<file path="config.mk">
export PLATFORM = sky130hd
export DESIGN_NAME = http_gzip_coding_header_scan
export DESIGN_NICKNAME = d
export VERILOG_FILES = /design/src/sv/hgzs_pkg.sv /design/src/sv/hgzs_front.sv /design/src/sv/hgzs_queue.sv /design/src/sv/hgzs_back.sv /design/src/sv/http_gzip_coding_header_scan.sv
export VERILOG_INCLUDE_DIRS = /design/src /design/src/sv
export SDC_FILE = /design/constraint.sdc
export NUM_CORES = 1
export LEC_CHECK = 0
export ABC_AREA = 1
export BUFFER_PORTS_ARGS = -buffer_cell sky130_fd_sc_hd__buf_2
export CORE_MARGIN = 3
export CORE_UTILIZATION = 60
export DETAILED_ROUTE_END_ITERATION = 8
export GPL_TIMING_DRIVEN = 0
export PLACE_DENSITY = 0.84
export SYNTH_ARGS = -nofsm -noshare
export SYNTH_HDL_FRONTEND = slang
export SYNTH_SLANG_ARGS = --single-unit
</file>
<file path="constraint.sdc">
create_clock -name clk -period 10.4 [get_ports clk]
set_input_delay 0.52 -clock clk [delete_from_list [all_inputs] [get_ports clk]]
set_output_delay 0.52 -clock clk [all_outputs]
set_load 0.02 [all_outputs]
</file>
<file path="src/sv/http_gzip_coding_header_scan_assert.svh">
// assertion macros for the header scan back end
// expects signals named clk and rst in the including module
`ifndef HTTP_GZIP_CODING_HEADER_SCAN_ASSERT_SVH
`define HTTP_GZIP_CODING_HEADER_SCAN_ASSERT_SVH

`ifndef SYNTHESIS

`define HGZS_ASSERT_IMP(label, ante, cons) \
  label: assert property (@(posedge clk) disable iff (rst) (ante) |-> (cons)) \
    else $error("header scan check failed");

`define HGZS_ASSERT_NXT(label, ante, cons) \
  label: assert property (@(posedge clk) disable iff (rst) (ante) |=> (cons)) \
    else $error("header scan check failed");

`else

`define HGZS_ASSERT_IMP(label, ante, cons)
`define HGZS_ASSERT_NXT(label, ante, cons)

`endif

`endif

</file>
<file path="src/sv/hgzs_pkg.sv">
// shared types, character constants and scan-step functions for the header scan
// no dependencies
package hgzs_pkg;

  localparam logic [1:0] PH_PREFIX = 2'd0;
  localparam logic [1:0] PH_LIST   = 2'd1;
  localparam logic [1:0] PH_SKIP   = 2'd2;

  localparam logic [4:0] PREFIX_LEN  = 5'd17;
  localparam logic [2:0] TOKEN_DEPTH = 3'd6;
  localparam logic [2:0] GZ_LEN      = 3'd4;
  localparam logic [2:0] XG_LEN      = 3'd6;

  localparam logic [7:0] CH_CR    = 8'h0d;
  localparam logic [7:0] CH_LF    = 8'h0a;
  localparam logic [7:0] CH_COMMA = 8'h2c;
  localparam logic [7:0] CH_SPACE = 8'h20;
  localparam logic [7:0] CH_TAB   = 8'h09;

  // one queued request: optional held cr, optional byte, line end, buffer end
  typedef struct packed {
    logic       do_cr;
    logic       do_byte;
    logic       do_eol;
    logic       last;
    logic [7:0] data;
  } rec_t;

  typedef struct packed {
    logic [1:0] phase;
    logic [4:0] count;
    logic       active;
    logic [2:0] len;
    logic       blank;
    logic       spoiled;
    logic       gz_ok;
    logic       xg_ok;
    logic       found;
  } scan_t;

  localparam scan_t SCAN_RESET = '{
    phase: PH_PREFIX, count: 5'd0, active: 1'b0, len: 3'd0, blank: 1'b0,
    spoiled: 1'b0, gz_ok: 1'b0, xg_ok: 1'b0, found: 1'b0
  };

  function automatic logic [7:0] fold(logic [7:0] c);
    logic [7:0] r;
    r = c;
    if (c >= 8'h41 && c <= 8'h5a) r = c + 8'd32;
    return r;
  endfunction

  function automatic logic [7:0] prefix_char(logic [4:0] i);
    logic [7:0] r;
    case (i)
      5'd0:    r = "c";
      5'd1:    r = "o";
      5'd2:    r = "n";
      5'd3:    r = "t";
      5'd4:    r = "e";
      5'd5:    r = "n";
      5'd6:    r = "t";
      5'd7:    r = "-";
      5'd8:    r = "e";
      5'd9:    r = "n";
      5'd10:   r = "c";
      5'd11:   r = "o";
      5'd12:   r = "d";
      5'd13:   r = "i";
      5'd14:   r = "n";
      5'd15:   r = "g";
      5'd16:   r = ":";
      default: r = 8'h00;
    endcase
    return r;
  endfunction

  function automatic logic [7:0] gz_char(logic [2:0] i);
    logic [7:0] r;
    case (i)
      3'd0:    r = "g";
      3'd1:    r = "z";
      3'd2:    r = "i";
      3'd3:    r = "p";
      default: r = 8'h00;
    endcase
    return r;
  endfunction

  function automatic logic [7:0] xg_char(logic [2:0] i);
    logic [7:0] r;
    case (i)
      3'd0:    r = "x";
      3'd1:    r = "-";
      3'd2:    r = "g";
      3'd3:    r = "z";
      3'd4:    r = "i";
      3'd5:    r = "p";
      default: r = 8'h00;
    endcase
    return r;
  endfunction

  function automatic scan_t clear_token(scan_t s);
    scan_t r;
    r = s;
    r.active  = 1'b0;
    r.len     = 3'd0;
    r.blank   = 1'b0;
    r.spoiled = 1'b0;
    return r;
  endfunction

  function automatic scan_t finish_token(scan_t s);
    scan_t r;
    r = s;
    if (s.phase == PH_LIST && !s.spoiled &&
        ((s.len == GZ_LEN && s.gz_ok) || (s.len == XG_LEN && s.xg_ok))) r.found = 1'b1;
    return clear_token(r);
  endfunction

  function automatic scan_t end_line(scan_t s);
    scan_t r;
    r = finish_token(s);
    r.phase = PH_PREFIX;
    r.count = 5'd0;
    return r;
  endfunction

  // one byte through the line matcher
  function automatic scan_t scan_feed(scan_t s, logic [7:0] c);
    scan_t r;
    logic [7:0] f;
    r = s;
    f = fold(c);
    case (s.phase)
      PH_PREFIX: begin
        if (f == prefix_char(s.count)) begin
          r.count = s.count + 5'd1;
          if (s.count == PREFIX_LEN - 5'd1) begin
            r.phase = PH_LIST;
            r = clear_token(r);
          end
        end else begin
          r.phase = PH_SKIP;
        end
      end
      PH_LIST: begin
        if (c == CH_COMMA) begin
          r = finish_token(s);
        end else if (c == CH_SPACE || c == CH_TAB) begin
          if (s.active) r.blank = 1'b1;
        end else begin
          r.active = 1'b1;
          if (s.blank || s.len >= TOKEN_DEPTH) begin
            r.spoiled = 1'b1;
          end else begin
            // running compare against both words instead of keeping the text
            r.gz_ok = (s.len == 3'd0 || s.gz_ok) && s.len < GZ_LEN && f == gz_char(s.len);
            r.xg_ok = (s.len == 3'd0 || s.xg_ok) && f == xg_char(s.len);
            r.len   = s.len + 3'd1;
          end
        end
      end
      default: ;
    endcase
    return r;
  endfunction

endpackage

</file>
<file path="src/sv/hgzs_front.sv">
// front end: takes header bytes, resolves carriage return holding, builds requests
// depends on hgzs_pkg
module hgzs_front (
  input  logic               clk,
  input  logic               rst,
  input  logic               in_valid,
  output logic               in_stall,
  input  logic [7:0]         header_byte,
  input  logic               byte_present,
  input  logic               last_byte,
  input  logic               q_full,
  output logic               push,
  output hgzs_pkg::rec_t     push_rec
);
  import hgzs_pkg::*;

  logic held_return;
  logic held_return_next;
  logic accept;
  logic is_cr;
  logic is_lf;

  assign in_stall = q_full;
  assign accept   = in_valid && !in_stall;
  assign is_cr    = byte_present && header_byte == CH_CR;
  assign is_lf    = byte_present && header_byte == CH_LF;

  always_comb begin
    push_rec.data    = header_byte;
    push_rec.last    = last_byte;
    push_rec.do_eol  = is_lf;
    // a held cr becomes a real byte when a byte other than a line feed follows it
    push_rec.do_cr   = held_return && byte_present && !is_lf;
    push_rec.do_byte = byte_present && !is_cr && !is_lf;
    held_return_next = held_return;
    if (byte_present) held_return_next = is_cr;
    if (last_byte) held_return_next = 1'b0;
  end

  assign push = accept &&
                (push_rec.do_cr || push_rec.do_byte || push_rec.do_eol || push_rec.last);

  always_ff @(posedge clk) begin
    if (rst) begin
      held_return <= 1'b0;
    end else if (accept) begin
      held_return <= held_return_next;
    end
  end

endmodule

</file>
<file path="src/sv/hgzs_queue.sv">
// two-entry request queue between front and back end
// depends on hgzs_pkg
module hgzs_queue (
  input  logic           clk,
  input  logic           rst,
  input  logic           push,
  input  hgzs_pkg::rec_t push_rec,
  output logic           full,
  output logic           empty,
  input  logic           pop,
  output hgzs_pkg::rec_t head
);
  import hgzs_pkg::*;

  rec_t       mem [2];
  logic       wptr;
  logic       rptr;
  logic [1:0] count;

  assign full  = count == 2'd2;
  assign empty = count == 2'd0;
  assign head  = mem[rptr];

  always_ff @(posedge clk) begin
    if (push) mem[wptr] <= push_rec;
  end

  always_ff @(posedge clk) begin
    if (rst) begin
      wptr  <= 1'b0;
      rptr  <= 1'b0;
      count <= 2'd0;
    end else begin
      if (push) wptr <= ~wptr;
      if (pop) rptr <= ~rptr;
      count <= count + {1'b0, push} - {1'b0, pop};
    end
  end

endmodule

</file>
<file path="src/sv/hgzs_back.sv">
// back end: runs the line and coding matcher on queued requests, holds the result
// depends on hgzs_pkg and the assertion macro header
`include "http_gzip_coding_header_scan_assert.svh"

module hgzs_back (
  input  logic           clk,
  input  logic           rst,
  input  logic           empty,
  input  hgzs_pkg::rec_t head,
  output logic           pop,
  output logic           out_valid,
  input  logic           out_stall,
  output logic           gzip_announced
);
  import hgzs_pkg::*;

  scan_t st;
  scan_t st_next;
  scan_t s_cr;
  scan_t s_byte;
  scan_t s_end;

  assign pop = !empty && (!head.last || !out_valid || !out_stall);

  always_comb begin
    s_cr   = head.do_cr ? scan_feed(st, CH_CR) : st;
    s_byte = head.do_byte ? scan_feed(s_cr, head.data) : s_cr;
    s_end  = (head.do_eol || head.last) ? end_line(s_byte) : s_byte;
    st_next = head.last ? SCAN_RESET : s_end;
  end

  always_ff @(posedge clk) begin
    if (rst) begin
      st        <= SCAN_RESET;
      out_valid <= 1'b0;
    end else begin
      if (pop) st <= st_next;
      if (pop && head.last) begin
        out_valid <= 1'b1;
      end else if (!out_stall) begin
        out_valid <= 1'b0;
      end
    end
  end

  always_ff @(posedge clk) begin
    if (pop && head.last) gzip_announced <= s_end.found;
  end

  `HGZS_ASSERT_IMP(a_prefix_bound, st.phase == PH_PREFIX, st.count < PREFIX_LEN)
  `HGZS_ASSERT_IMP(a_token_bound, 1'b1, st.len <= TOKEN_DEPTH)
  `HGZS_ASSERT_NXT(a_buffer_end_clears, pop && head.last,
                   st.phase == PH_PREFIX && st.count == 5'd0 && !st.found && out_valid)

endmodule

</file>
<file path="src/sv/http_gzip_coding_header_scan.sv">
// Content-Encoding gzip scanner over a response header buffer, one byte per cycle when
// neither side stalls: the front end takes a byte every clock while the queue is not
// full and the back end's matcher retires one queued request per clock while the queue
// holds one and no result waits on out_stall. A result is registered in the output
// register when its buffer-end request is popped from the queue; a two-entry queue
// between the ends and the output register let either side stall.
// Depends on hgzs_pkg, hgzs_front, hgzs_queue and hgzs_back.
module http_gzip_coding_header_scan (
  input  logic       clk,
  input  logic       rst,
  input  logic       in_valid,
  output logic       in_stall,
  input  logic [7:0] header_byte,
  input  logic       byte_present,
  input  logic       last_byte,
  output logic       out_valid,
  input  logic       out_stall,
  output logic       gzip_announced
);
  import hgzs_pkg::*;

  logic push;
  logic pop;
  logic full;
  logic empty;
  rec_t push_rec;
  rec_t head;

  hgzs_front u_front (
    .clk          (clk),
    .rst          (rst),
    .in_valid     (in_valid),
    .in_stall     (in_stall),
    .header_byte  (header_byte),
    .byte_present (byte_present),
    .last_byte    (last_byte),
    .q_full       (full),
    .push         (push),
    .push_rec     (push_rec)
  );

  hgzs_queue u_queue (
    .clk      (clk),
    .rst      (rst),
    .push     (push),
    .push_rec (push_rec),
    .full     (full),
    .empty    (empty),
    .pop      (pop),
    .head     (head)
  );

  hgzs_back u_back (
    .clk            (clk),
    .rst            (rst),
    .empty          (empty),
    .head           (head),
    .pop            (pop),
    .out_valid      (out_valid),
    .out_stall      (out_stall),
    .gzip_announced (gzip_announced)
  );

endmodule

</file>
### Yosys cells after proc, flatten, opt, wreduce, memory -nomap -nowiden

Memories as Yosys holds them, arrays and structs flattened. A register that Yosys moved wholly into a read port is not among the register bits.
Cells that the tools add are included.

* add/subtract/negate cells: 7
* magnitude comparators: 6
* equal/unequal tests: 31
* multiplexer cells: 59
* bitwise operators: 2
* reductions and logical operators: 56

Operator list (number)
* 8-bit 2-to-1 mux: 16
* 16-bit 2-to-1 mux: 6
* 7-bit one-hot mux with 6 select lines: 2
* 7-bit one-hot mux with 4 select lines: 2
* 16-bit one-hot mux with 2 select lines: 1
* 14-bit 2-to-1 mux: 2
* 1-bit logical AND: 25
* 4-bit by 8-bit equality test with 1-bit output (first input constant): 3
* 8-bit by 4-bit equality test with 1-bit output (second input constant): 3
* 8-bit equality test: 3
* 3-bit equality test (second input constant): 7
* 1-bit 2-to-1 mux: 17
* 8-bit by 6-bit equality test with 1-bit output (second input constant): 2
* 1-bit logical OR: 15
* 3-bit by 2-bit equality test with 1-bit output (second input constant): 4
* 5-bit by 1-bit adder with 5-bit output (second input constant): 2
* 5-bit equality test (second input constant): 2
* 5-bit 2-to-1 mux: 2
* 1-bit zero test: 9
* 3-bit 2-to-1 mux: 3
* 8-bit by 6-bit adder with 8-bit output (second input constant): 1
* 8-bit by 7-bit >= comparator with 1-bit output (second input constant): 1
* 8-bit by 7-bit <= comparator with 1-bit output (second input constant): 1
* 2-bit 2-to-1 mux: 4
* other kinds (18): 28

* register bits: 23
* bits in writable memories: 24
* ROM bits: 448
* output and inout bits: 3
* word-level logic and storage cells: 179
* memories kept: 3

Memory list
* (name not given): words 32, bits a word 7, rd ports 1, clocked after memory_dff 1, wr ports 0, RTL line hgzs_pkg.sv:55 `case (i)`
* (name not given): words 32, bits a word 7, rd ports 1, clocked after memory_dff 0, wr ports 0, RTL line hgzs_pkg.sv:55
* u_queue.mem: words 2, bits a word 12, rd ports 1, clocked after memory_dff 1, wr ports 1, RTL line hgzs_queue.sv:15 `rec_t mem [2];`

### Longest topological paths before layout

* word-level depth: 31
* depth in mapped cells: 31

### By module

Synthesis repeated with hierarchy kept, for this count alone.

* cells, all modules: 660
* area total of the unflattened synthesis: 4565.6 µm²

Modules (own cells, without submodules)
* hgzs_back: instances 1, cells each 546, area an instance 3193.1 µm², seq. area each 510.5 µm²
* hgzs_queue: instances 1, cells each 68, area an instance 1128.6 µm², seq. area each 820.8 µm²
* hgzs_front: instances 1, cells each 46, area an instance 244.0 µm², seq. area each 20.0 µm²

### Least setup slack after synthesis

No wires, ideal clock.

* path kind: register to register
* start point: register (tool-made name)
* end point: register (tool-made name)
* library setup time: 0.115 ns
* data arrival time: 3.149 ns
* data required time: 10.285 ns
* setup slack: 7.137 ns
* cell stages (with the launch flop): 31
* buffers on the path: 1
* cell sequence: dfxtp_1 buf_6 inv_4 nand2_4 nand2_4 nor2_8 nand2_4 nand2_1 nand2_1 inv_1 ha_1 nand3_1 nor2_2 nand2_2 nand3_1 nand2_1 nor2_2 nand2_1 nor2_2 nand3_1 nand2_1 nand3_1 nand2_1 nand2_1 ha_1 nand3_1 nand2_1 nand2_1 nand2_1 nand2_1 nand2_1

==> results.toml <==
[route]
wl_per_cell_microns = 14.2
drtIter0Drc = 359
vias_per_cell = 5.77
vias = 4015
detail-route-antenna-nets = 0
drc_errors = 0
first_pass_iters = 5
finalWirelength_mm = 9.86

[sta]
worst_pin_slew_ns = 1.09
skew_ns = 0.00755
slew_violations = 0
finalHoldViolCount = 0
rsz0062_at_grt = "false"
finalCritPeriodShare = 0.383
finalSetupTns_ns = 0
clock.fmax_mhz = 251
worst_hold_slack_ns = 0.401
post-route-min-period_ns = 3.98
setup_viol = 0
maxSlewHeadroom = 0.272

[hold_path]
hold_path.class = "in2reg"

[yosys]
ys_types = 49
dominantRegCellSynth = "dfxtp_1"
syn_nets = 632
synth_top_family_by_area = "simple AND/OR/NAND/NOR gates"
synth_area_sq_mm = 0.00418
seq_area_frac_synth = 0.323
yosys.area_share.simple = 0.395
synth_top_area_cell = "edfxtp_1"
ys_warn_count = 0
ys_seq_elements = 55
yosysMostFrequentCell = "nand2_1"
netlist_instances = 596
post_synth_xor_area_fraction = 0.0189
ys_top_cells_by_count = "nand2_1, inv_1, nand3_1"
async_flop_share = 0
synth_compound_area_frac = 0.111
synthTopCellsByArea = "edfxtp_1, nand2_1, dfxtp_1"
synthAdderAreaFrac = 0.0658
synth_top_area_share = 0.180
synth_area_per_cell_sq_um = 7.01
synth_edf_count = 25
synth_mux_area_frac = 0

[job]
cap_viol_max_count = 0

[global_route]
grt_pass1_wl_mm = 16.6
first_global_vias = 3687
grt_max_degree = 20
grt-ovfl-total = 0
grt_usage = 0.264
antenna_found_initial = 0

[power_and_ir_drop]
p_leak_uw = 0.00213
p_per_area_mw_per_mm2 = 175
ir_drop_v = 0.000124
power_uw = 781

[setup_path]
slowest_stage = "ha_1"
worst-setup-path-type = "reg2reg"
worstPathRequired_ns = 10.62
critPathBufInv = 2
critPathMostFrequentCell = "nand2_1"
crit_path_max_fanout = 10
cp.arrival_ns = 4.20
cpPeakStageDelay_ns = 0.36
cp-start-kind = "flop"
path_delay_family = "simple AND/OR/NAND/NOR gates"
critPathCaptureType = "flop"

[cells_and_area]
fill_cells = 542
layout-drive-gt1-share = 0.131
multi_input_area_sq_mm = 0.00247
seq_area_sq_mm = 0.00135
diodes = 0
nets = 654
syn_to_final_growth_pct = 6.94

[die]
start_util = 0.640
die_h_microns = 89.5
dieWidth_microns = 89.5
rows = 29
die_area_sq_mm = 0.00800
io_pins = 17
fp.coreArea_sq_mm = 0.00653

[place]
portBuffers = 15
hpwlAfterDp_mm = 7.76
routabilityCongestion = 0.954

[clock_tree]
cts_buffer_depth = 2
cts_hold_buf = 0
cts_resized = 0
cts-root-buf = "clkbuf_8"
cts_sinks = 55
cts_setup_buffers = 0
cts_tree = "built"
clk_pin_slew_ns = 0.11
insertion_delay_ns = 0.32
cts_buffers = 5
h-tree-depth = 2

[run_status]
status = "finished, final reports clean"
## through the flow
stage	worst slack, ns	cells	area (sq um)	utilization
after floorplan	7.14	596	4180	-
after global placement	6.64	688	4350	0.666
after detailed placement	6.47	688	4350	0.666
after CTS	6.44	696	4470	0.684
after global routing	6.03	696	4470	0.684
final	6.42	696	4470	0.684
## layout by cell type (no fill, tap or decap), types with 4 or more instances in the layout
cell,Yosys,final
buf_2,1,16
nor3_1,8,8
nand2_1,184,184
edfxtp_1,25,25
nand3_2,7,7
nor2_1,44,44
o21ai_0,24,24
clkbuf_8,0,5
nand3_1,46,46
nor2_2,7,7
xor2_1,9,9
nand2_2,6,6
inv_1,72,72
dfxtp_1,30,30
a21oi_1,21,21
inv_2,7,7
o21ai_1,9,9
ha_1,22,22
nand2_4,9,9
nand4_1,15,15
a211oi_1,4,4
## per-layer routing
metal / global-route usage / part of all wire
met5: 0 / 0
met4: 0.0839 / 0.018
met3: 0.0424 / 0.068
met2: 0.429 / 0.47
met1: 0.359 / 0.44
## final cells by class
cell class              instances  share of cell area
multi-input cells             451               0.552
flip-flops and latches         55               0.302
inverters                      83              0.0719
well taps                      77              0.0216
repair buffers                 15              0.0168
clock buffers                   5              0.0154
clock inverters                 3              0.0112
plain buffers                   7             0.00868
## cells by family after synthesis
family | Yosys count
AO/OA/AOI/OAI | 78
XOR/XNOR | 9
adder cells (fa/ha/maj) | 22
buffers and inverters | 90
flip-flops | 55
AND/OR/NAND/NOR | 342
## worst paths after layout
check	slack, ns	start	endpoint	cells after the start
worst max-delay path	6.42	flop	flop	29
worst min register to register	0.46	u_queue.rptr	u_queue.rptr	1
worst max register to register	6.42	flop	flop	29
worst min-delay path	0.40	header_byte[3]	u_queue.mem[1][3]	1
## power breakdown
group          leakage [uW]  switching (uW)  internal [uW]
Combinational       0.00159             257            111
Clock             0.0000607            75.8           74.4
Sequential         0.000477            12.1            250
No activity file was read; power rests on OpenSTA's default activity.
